--- src/sv/pdc_pkg.sv ---
// pdc_pkg: shared types, widths, constants and the 32-bit saturation helper
// for the pid duty controller; no dependencies
`default_nettype none

package pdc_pkg;

    localparam int GAIN_W  = 32;
    localparam int ALPHA_W = 17;
    localparam int ERR_W   = 17;
    localparam int DERR_W  = 18;
    localparam int MB_W    = 18;
    localparam int PROD_W  = 50;
    localparam int UP_W    = 49;
    localparam int ACC_W   = 51;
    localparam int DUTY_W  = 7;

    localparam int ALPHA_BITS = 16;
    localparam int ALPHA_ONE  = 65536;
    localparam int DUTY_MAX   = 100;

    typedef enum logic [1:0] {
        CFG_KP    = 2'd0,
        CFG_KI    = 2'd1,
        CFG_KD    = 2'd2,
        CFG_ALPHA = 2'd3
    } t_cfg_index;

    typedef struct packed {
        logic [1:0]         channel;
        logic signed [15:0] setpoint;
        logic signed [15:0] measurement;
    } t_in_word;

    typedef struct packed {
        logic [1:0]        channel_out;
        logic [DUTY_W-1:0] duty;
    } t_out_word;

    // per-channel controller state
    typedef struct packed {
        logic signed [ERR_W-1:0]  prev_error;
        logic signed [GAIN_W-1:0] integral_term;
        logic signed [GAIN_W-1:0] filtered_derivative;
    } t_chan_rec;

    function automatic logic signed [GAIN_W-1:0] sat32(input logic signed [ACC_W-1:0] x);
        logic signed [GAIN_W-1:0] r;
        if ((&x[ACC_W-1:GAIN_W-1]) || !(|x[ACC_W-1:GAIN_W-1])) begin
            r = x[GAIN_W-1:0];
        end else if (x[ACC_W-1]) begin
            r = {1'b1, {(GAIN_W-1){1'b0}}};
        end else begin
            r = {1'b0, {(GAIN_W-1){1'b1}}};
        end
        return r;
    endfunction

endpackage

`default_nettype wire

--- src/sv/pdc_alu.sv ---
// pdc_alu: the shared arithmetic unit, a registered 32x18 signed multiplier
// and a 51-bit adder; uses pdc_pkg
`default_nettype none

module pdc_alu (
    input  wire logic                                 i_clk,
    input  wire logic                                 i_mul_en,
    input  wire logic signed [pdc_pkg::GAIN_W-1:0]    i_mul_a,
    input  wire logic signed [pdc_pkg::MB_W-1:0]      i_mul_b,
    input  wire logic signed [pdc_pkg::ACC_W-1:0]     i_add_a,
    input  wire logic signed [pdc_pkg::ACC_W-1:0]     i_add_b,
    output logic signed [pdc_pkg::PROD_W-1:0]         o_prod,
    output logic signed [pdc_pkg::ACC_W-1:0]          o_sum
);
    import pdc_pkg::*;

    logic signed [PROD_W-1:0] r_prod;

    always_ff @(posedge i_clk) begin
        if (i_mul_en) begin
            r_prod <= PROD_W'(i_mul_a) * PROD_W'(i_mul_b);
        end
    end

    assign o_prod = r_prod;
    assign o_sum  = i_add_a + i_add_b;

endmodule

`default_nettype wire

--- src/sv/pdc_bank.sv ---
// pdc_bank: per-channel state registers (previous error, integral, filtered
// derivative), cleared by reset; uses pdc_pkg
`default_nettype none

module pdc_bank #(
    parameter int  CHANNELS = 3,
    localparam int IDX_W    = (CHANNELS > 1) ? $clog2(CHANNELS) : 1
) (
    input  wire logic                  i_clk,
    input  wire logic                  i_rst_n,
    input  wire logic [IDX_W-1:0]      i_rd_idx,
    input  wire logic                  i_wr_en,
    input  wire logic [IDX_W-1:0]      i_wr_idx,
    input  wire pdc_pkg::t_chan_rec    i_wr_rec,
    output pdc_pkg::t_chan_rec         o_rd_rec
);
    import pdc_pkg::*;

    t_chan_rec r_rec [CHANNELS];

    always_ff @(posedge i_clk) begin
        if (!i_rst_n) begin
            for (int i = 0; i < CHANNELS; i++) begin
                r_rec[i] <= '0;
            end
        end else if (i_wr_en) begin
            r_rec[i_wr_idx] <= i_wr_rec;
        end
    end

    // an index with no channel behind it reads as all zeros
    always_comb begin
        o_rd_rec = '0;
        for (int i = 0; i < CHANNELS; i++) begin
            if (i_rd_idx == IDX_W'(i)) begin
                o_rd_rec = r_rec[i];
            end
        end
    end

endmodule

`default_nettype wire

--- src/sv/pid_duty_controller_unit.sv ---
// pid_duty_controller_unit: top level, sequencer around the shared arithmetic
// unit; uses pdc_pkg, pdc_alu and pdc_bank
//
// usage: input channel i_in_valid / o_in_stall / i_in_word (channel, setpoint,
//   measurement), a word is taken at a rising edge with valid high and stall
//   low. output channel o_out_valid / i_out_stall / o_out_word (channel_out,
//   duty), one result word per input word, in order. i_cfg_we with
//   i_cfg_index and i_cfg_data writes kp, ki*ts, kd/ts (signed Q.FRAC_BITS)
//   and the Q1.16 filter weight; write only while the block is idle.
// schedule: 11 busy steps, then a return to idle before the next acceptance;
//   the multiplier is used five times and the 51-bit adder six times, at
//   most one of each per step. a channel number at or above CHANNELS skips
//   the arithmetic, goes straight to the last step, gives duty 0 and changes
//   no state.
// reset: synchronous, active low: gains clear, the filter weight goes to one,
//   all channel state clears, both channels go empty.
// back-pressure: the result sits in an output register; a new input word is
//   taken while it waits. a finished word waits in its last step until that
//   register frees.
`default_nettype none

module pid_duty_controller_unit #(
    parameter int CHANNELS  = 3,
    parameter int FRAC_BITS = 16
) (
    input  wire logic                           i_clk,
    input  wire logic                           i_rst_n,
    input  wire logic                           i_in_valid,
    output logic                                o_in_stall,
    input  wire pdc_pkg::t_in_word              i_in_word,
    output logic                                o_out_valid,
    input  wire logic                           i_out_stall,
    output pdc_pkg::t_out_word                  o_out_word,
    input  wire logic                           i_cfg_we,
    input  wire logic [1:0]                     i_cfg_index,
    input  wire logic [pdc_pkg::GAIN_W-1:0]     i_cfg_data
);
    import pdc_pkg::*;

    localparam int IDX_W = (CHANNELS > 1) ? $clog2(CHANNELS) : 1;
    localparam logic signed [ACC_W-1:0] HUNDRED = ACC_W'(DUTY_MAX) << FRAC_BITS;

    typedef enum logic [3:0] {
        S_IDLE, S_MP, S_MD, S_MF1, S_MF2, S_FLT, S_UDF, S_U, S_I, S_S1, S_S2, S_DONE
    } t_state;

    t_state r_state;

    // configuration
    logic signed [GAIN_W-1:0] r_kp, r_ki, r_kd;
    logic [ALPHA_W-1:0]       r_alpha;

    // working registers
    logic [1:0]               r_chan;
    logic [IDX_W-1:0]         r_idx;
    logic                     r_in_range;
    logic signed [ERR_W-1:0]  r_err;
    logic signed [ERR_W-1:0]  r_prev;
    logic signed [GAIN_W-1:0] r_integ;
    logic signed [GAIN_W-1:0] r_udf;
    logic signed [GAIN_W-1:0] r_ud;
    logic signed [UP_W-1:0]   r_up;
    logic signed [ACC_W-1:0]  r_acc;

    logic      r_out_valid;
    t_out_word r_out_word;

    // channel decode
    logic [IDX_W+1:0] ch_ext;
    logic [IDX_W-1:0] in_idx;
    logic             in_range;

    assign ch_ext   = {{IDX_W{1'b0}}, i_in_word.channel};
    assign in_idx   = ch_ext[IDX_W-1:0];
    assign in_range = ch_ext < (IDX_W+2)'(CHANNELS);

    t_chan_rec rd_rec, wr_rec;
    logic      bank_we;
    logic      in_acc;
    logic      out_free;

    assign in_acc   = i_in_valid && (r_state == S_IDLE);
    assign out_free = !r_out_valid || !i_out_stall;
    assign bank_we  = (r_state == S_DONE) && out_free && r_in_range;

    assign wr_rec.prev_error          = r_err;
    assign wr_rec.integral_term       = r_integ;
    assign wr_rec.filtered_derivative = r_udf;

    pdc_bank #(
        .CHANNELS(CHANNELS)
    ) u_bank (
        .i_clk    (i_clk),
        .i_rst_n  (i_rst_n),
        .i_rd_idx (in_idx),
        .i_wr_en  (bank_we),
        .i_wr_idx (r_idx),
        .i_wr_rec (wr_rec),
        .o_rd_rec (rd_rec)
    );

    // filter weight, anything above one acts as one
    logic [ALPHA_W-1:0] a_sat, a_inv;
    assign a_sat = (r_alpha > ALPHA_W'(ALPHA_ONE)) ? ALPHA_W'(ALPHA_ONE) : r_alpha;
    assign a_inv = ALPHA_W'(ALPHA_ONE) - a_sat;

    logic signed [DERR_W-1:0] derr;
    assign derr = DERR_W'(r_err) - DERR_W'(r_prev);

    // operand selection for the shared unit
    logic                     mul_en;
    logic signed [GAIN_W-1:0] mul_a;
    logic signed [MB_W-1:0]   mul_b;
    logic signed [ACC_W-1:0]  add_a, add_b;
    logic signed [PROD_W-1:0] prod;
    logic signed [ACC_W-1:0]  sum;

    always_comb begin
        mul_en = 1'b1;
        mul_a  = r_kp;
        mul_b  = MB_W'(r_err);
        add_a  = r_acc;
        add_b  = ACC_W'(prod);
        unique case (r_state)
            S_MP: begin
                mul_a = r_kp;
                mul_b = MB_W'(r_err);
            end
            S_MD: begin
                mul_a = r_kd;
                mul_b = derr;
            end
            S_MF1: begin
                // (one - a) times the old filtered derivative
                mul_a = r_udf;
                mul_b = signed'({1'b0, a_inv});
            end
            S_MF2: begin
                mul_a = r_ud;
                mul_b = signed'({1'b0, a_sat});
            end
            S_FLT: begin
                // filter sum, and ki*ts times error for later
                mul_a = r_ki;
                mul_b = MB_W'(r_err);
                add_a = r_acc;
                add_b = ACC_W'(prod);
            end
            S_UDF, S_S1: begin
                mul_en = 1'b0;
                add_a  = ACC_W'(r_up);
                add_b  = ACC_W'(r_integ);
            end
            S_U, S_S2: begin
                mul_en = 1'b0;
                add_a  = r_acc;
                add_b  = ACC_W'(r_udf);
            end
            S_I: begin
                mul_en = 1'b0;
                add_a  = ACC_W'(r_integ);
                add_b  = ACC_W'(prod);
            end
            S_IDLE, S_DONE: begin
                mul_en = 1'b0;
            end
            default: begin
                mul_en = 1'b0;
            end
        endcase
    end

    pdc_alu u_alu (
        .i_clk    (i_clk),
        .i_mul_en (mul_en),
        .i_mul_a  (mul_a),
        .i_mul_b  (mul_b),
        .i_add_a  (add_a),
        .i_add_b  (add_b),
        .o_prod   (prod),
        .o_sum    (sum)
    );

    // conditional anti-windup: hold while pushing further into a rail
    logic err_pos, err_neg, hold;
    assign err_pos = !r_err[ERR_W-1] && (r_err != '0);
    assign err_neg = r_err[ERR_W-1];
    assign hold    = ((r_acc >= HUNDRED) && err_pos)
                     || ((r_acc[ACC_W-1] || (r_acc == '0)) && err_neg);

    // duty from the final sum, truncated toward zero and clamped
    logic [DUTY_W-1:0] duty;
    always_comb begin
        if (r_acc[ACC_W-1] || (r_acc == '0)) begin
            duty = '0;
        end else if (r_acc >= HUNDRED) begin
            duty = DUTY_W'(DUTY_MAX);
        end else begin
            duty = r_acc[FRAC_BITS+DUTY_W-1:FRAC_BITS];
        end
    end

    always_ff @(posedge i_clk) begin
        if (!i_rst_n) begin
            r_state     <= S_IDLE;
            r_out_valid <= 1'b0;
            r_kp        <= '0;
            r_ki        <= '0;
            r_kd        <= '0;
            r_alpha     <= ALPHA_W'(ALPHA_ONE);
        end else begin
            if (i_cfg_we) begin
                unique case (i_cfg_index)
                    CFG_KP:    r_kp    <= i_cfg_data;
                    CFG_KI:    r_ki    <= i_cfg_data;
                    CFG_KD:    r_kd    <= i_cfg_data;
                    CFG_ALPHA: r_alpha <= i_cfg_data[ALPHA_W-1:0];
                    default:   ;
                endcase
            end

            // the last step refills the output register itself
            if (r_out_valid && !i_out_stall && (r_state != S_DONE)) begin
                r_out_valid <= 1'b0;
            end

            unique case (r_state)
                S_IDLE: begin
                    if (in_acc) begin
                        r_chan     <= i_in_word.channel;
                        r_idx      <= in_idx;
                        r_in_range <= in_range;
                        r_err      <= ERR_W'(i_in_word.setpoint)
                                      - ERR_W'(i_in_word.measurement);
                        r_prev     <= rd_rec.prev_error;
                        r_integ    <= rd_rec.integral_term;
                        r_udf      <= rd_rec.filtered_derivative;
                        r_acc      <= '0;
                        r_state    <= in_range ? S_MP : S_DONE;
                    end
                end
                S_MP: r_state <= S_MD;
                S_MD: begin
                    r_up    <= prod[UP_W-1:0];
                    r_state <= S_MF1;
                end
                S_MF1: begin
                    r_ud    <= sat32(ACC_W'(prod));
                    r_state <= S_MF2;
                end
                S_MF2: begin
                    r_acc   <= ACC_W'(prod);
                    r_state <= S_FLT;
                end
                S_FLT: begin
                    r_acc   <= sum;
                    r_state <= S_UDF;
                end
                S_UDF: begin
                    // floor of the weighted sum by one in Q1.16
                    r_udf   <= sat32(r_acc >>> ALPHA_BITS);
                    r_acc   <= sum;
                    r_state <= S_U;
                end
                S_U: begin
                    r_acc   <= sum;
                    r_state <= S_I;
                end
                S_I: begin
                    if (!hold) begin
                        r_integ <= sat32(sum);
                    end
                    r_state <= S_S1;
                end
                S_S1: begin
                    r_acc   <= sum;
                    r_state <= S_S2;
                end
                S_S2: begin
                    r_acc   <= sum;
                    r_state <= S_DONE;
                end
                S_DONE: begin
                    if (out_free) begin
                        r_out_valid            <= 1'b1;
                        r_out_word.channel_out <= r_chan;
                        r_out_word.duty        <= duty;
                        r_state                <= S_IDLE;
                    end
                end
                default: r_state <= S_IDLE;
            endcase
        end
    end

    assign o_in_stall  = (r_state != S_IDLE);
    assign o_out_valid = r_out_valid;
    assign o_out_word  = r_out_word;

endmodule

`default_nettype wire

--- config.mk ---
export PLATFORM = sky130hd
export DESIGN_NAME = pid_duty_controller_unit
export DESIGN_NICKNAME = d
export VERILOG_FILES = /design/src/sv/pdc_pkg.sv /design/src/sv/pdc_alu.sv /design/src/sv/pdc_bank.sv /design/src/sv/pid_duty_controller_unit.sv
export SDC_FILE = /design/constraint.sdc
export NUM_CORES = 2
export LEC_CHECK = 0
export BUFFER_PORTS_ARGS = -buffer_cell sky130_fd_sc_hd__buf_2
export CAP_MARGIN = 20
export CORE_ASPECT_RATIO = 0.8
export CORE_MARGIN = 2
export CORE_UTILIZATION = 39
export DETAILED_ROUTE_END_ITERATION = 10
export PLACE_DENSITY_LB_ADDON = 0.1
export SLEW_MARGIN = 30
export SYNTH_ARGS = -nofsm -noshare
export SYNTH_HDL_FRONTEND = slang
export SYNTH_SLANG_ARGS = --single-unit
--- constraint.sdc ---
create_clock -name i_clk -period 13.5 [get_ports i_clk]
set_clock_uncertainty 0.15 [all_clocks]
set_input_delay 2.025 -clock i_clk [delete_from_list [all_inputs] [get_ports i_clk]]
set_output_delay 2.025 -clock i_clk [all_outputs]
set_load 0.02 [all_outputs]
==> impl_metrics.tcl <==
set metrics [dict create \
    gp_congestion 0.927 \
    tritoncts "built" \
    ys_ff_latch 653 \
    yosysUniqueCellTypes 93 \
    cp_slowest_cell "nor4_1" \
    via_per_inst 5.47 \
    die_w_um 421 \
    antenna_found_initial 5 \
    finalSetupViolCount 0 \
    critPathMaxFanout 26 \
    final_cell_mix "nand2_1, inv_1, fa_1" \
    muxShareOfSynthArea 0.0155 \
    core.rowCount 122 \
    multi_input_comb_area_mm2 0.0320 \
    hold_viol 0 \
    clockRootBuffer "clkbuf_16" \
    max_cap_violations 0 \
    cp_common_cell "fa_1" \
    die_y_um 337 \
    h-tree-depth 3 \
    cts_setup_buffers 0 \
    rsz0062_at_grt "no" \
    crit_path_start_kind "register" \
    synth_fp_nets 6510 \
    synth-async-reset-ratio 0 \
    cts_sinks 653 \
    vias 41200 \
    drc 0 \
    clockBufferDepth 3 \
    ctsHoldBuffers 0 \
    totalWireLength_mm 186 \
    cts_resized 0 \
    synth_xor_area_frac 0.0184 \
    tns_ns 0 \
    post-route-util 0.427 \
    grt_pass1_wl_mm 277 \
    die_area_mm2 0.142 \
    critical_path_class "register to register" \
    grtUsageTotal 0.263 \
    period_needed_ns 10.86 \
    syn_area_mm2 0.0542 \
    ios 84 \
    synth-simple-area-share 0.163 \
    start_util 0.392 \
    regArea_mm2 0.0184 \
    grt_max_degree 99 \
    cp.arrival_ns 11.13 \
    synth_compound_area_frac 0.135 \
    wl_per_cell_um 24.7 \
    cts_made_buffers 74 \
    initialDrtViolationCount 4072 \
    layout_commonest_cell "nand2_1" \
    slowest_delay_ns 0.64 \
    drive_above_1_share 0.0699 \
    synth_edf_count 535 \
    maxSlewHeadroom 0.287 \
    post-route-period-util 0.804 \
    n_antenna_cell 0 \
    status "completed" \
    drtPass1Iterations 6 \
    fin_nets 6441 \
    portBuffers 83 \
    grt_pass1_vias 40800 \
    clock_latency_ns 0.67 \
    synth_seq_area_share 0.340 \
    required_ns 13.77 \
    core-area_mm2 0.138 \
    syn_inst 5676 \
    report.final.slew_viol_count 0 \
    synth_top_family_by_area "adder cells" \
    area_delta_synth_final_pct 9.02 \
    hold_path_class "register to register" \
    nFillCells 13600 \
    syn_area_per_cell_um2 9.54 \
    dpl.hpwl_mm 136 \
    fmax_ghz 0.0921 \
    ant_nets 0 \
    endpoint_kind "register" \
    yosys.area_share.adder 0.253 \
    synth_warnings 0 \
    overflow 0 \
    synth_flop_cell "edfxtp_1" \
    tightest_slew_ns 1.07 \
    clk_pin_slew_ns 0.06 \
]
## area by class of cell
type | count | area share
timing repair buffer | 176 | 0.0194
inverter | 740 | 0.0470
clock inverter | 39 | 0.00642
sequential | 653 | 0.312
clock buffer | 96 | 0.0342
multi-input combinational | 3962 | 0.541
tap | 1860 | 0.0394
## synth_stat cells, types with 16 or more instances
| cell type | count | share of area |
|---|---|---|
| xor2_1 | 37 | 0.0060 |
| fa_1 | 557 | 0.21 |
| ha_1 | 204 | 0.047 |
| or3_1 | 46 | 0.0053 |
| edfxtp_1 | 535 | 0.30 |
| and3_1 | 19 | 0.0022 |
| nand2b_1 | 32 | 0.0037 |
| mux2i_1 | 84 | 0.016 |
| a211oi_1 | 16 | 0.0022 |
| o21a_1 | 40 | 0.0055 |
| a21o_1 | 105 | 0.015 |
| o21bai_1 | 18 | 0.0025 |
| o21ai_0 | 233 | 0.022 |
| nor2_1 | 303 | 0.021 |
| xnor2_1 | 77 | 0.012 |
| nand3_1 | 41 | 0.0038 |
| nand4_1 | 35 | 0.0040 |
| inv_1 | 740 | 0.051 |
| a21oi_1 | 231 | 0.021 |
| o211ai_2 | 31 | 0.0072 |
| dfxtp_1 | 118 | 0.044 |
| clkbuf_1 | 291 | 0.020 |
| a221o_1 | 24 | 0.0044 |
| nor3_1 | 63 | 0.0058 |
| nor4_1 | 29 | 0.0034 |
| a21boi_0 | 124 | 0.017 |
| nor2b_1 | 27 | 0.0031 |
| a22oi_1 | 71 | 0.0098 |
| a31oi_1 | 16 | 0.0018 |
| and2_1 | 293 | 0.034 |
| a222oi_1 | 33 | 0.0061 |
| nand2_1 | 997 | 0.069 |
## state kept, by name (all words and copies together) (netlist names), 4 cells and up
name,flops
r_udf,32
r_err,17
u_alu.o_prod,50
r_prev,17
r_kd,32
r_integ,32
r_ki,32
r_state,4
r_alpha,17
r_acc,51
r_ud,32
r_kp,32
o_out_word,9
r_up,49
u_bank.r_rec,243
## layer usage
layer | wire length (um) | global-route usage | up-vias
met4 | 4930 | 0.0676 | 0
met1 | 88400 | 0.398 | 20600
li1 | - | - | 18700
met5 | 0 | 0 | -
met2 | 77500 | 0.382 | 1581
met3 | 14900 | 0.0537 | 226
## through the flow
stage,cells,hold slack [ns],setup WS [ns],area (um2)
6_report,7526,0.315,2.64,59000
5_1_grt,7526,0.329,1.91,59000
4_1_cts,7517,0.315,2.78,58900
3_5_place_dp,7382,0.306,2.80,56500
3_3_place_gp,7380,0.301,2.96,56500
2_1_floorplan,5676,0.293,4.16,54200
## cell families after synthesis
family	count (synthesis)
buf+inv	1061
compound gates	1063
flops	653
simple gates	1940
mux	84
fa+ha+maj	761
xor+xnor	114
## worst paths after layout
kind	cells past startpoint	start	endpoint	slack, ns
min	2	r_ki[10]	r_ki[10]	0.32
min reg2reg	2	r_ki[10]	r_ki[10]	0.32
max reg2reg	38	r_alpha[2]	u_alu.o_prod[45]	2.64
max	38	r_alpha[2]	u_alu.o_prod[45]	2.64
## critical path: cells and delay by family (launching register included)
kind            cells  cell delay, ns
xor+xnor            1            0.16
buf+inv             7            0.91
flops               1            0.36
fa+ha+maj           8            3.64
simple gates        8            2.30
compound gates     14            3.07
Power is left out: the tool's default activity adds up to more than one toggle a clock period on the data nets, which glitch-free logic cannot reach.
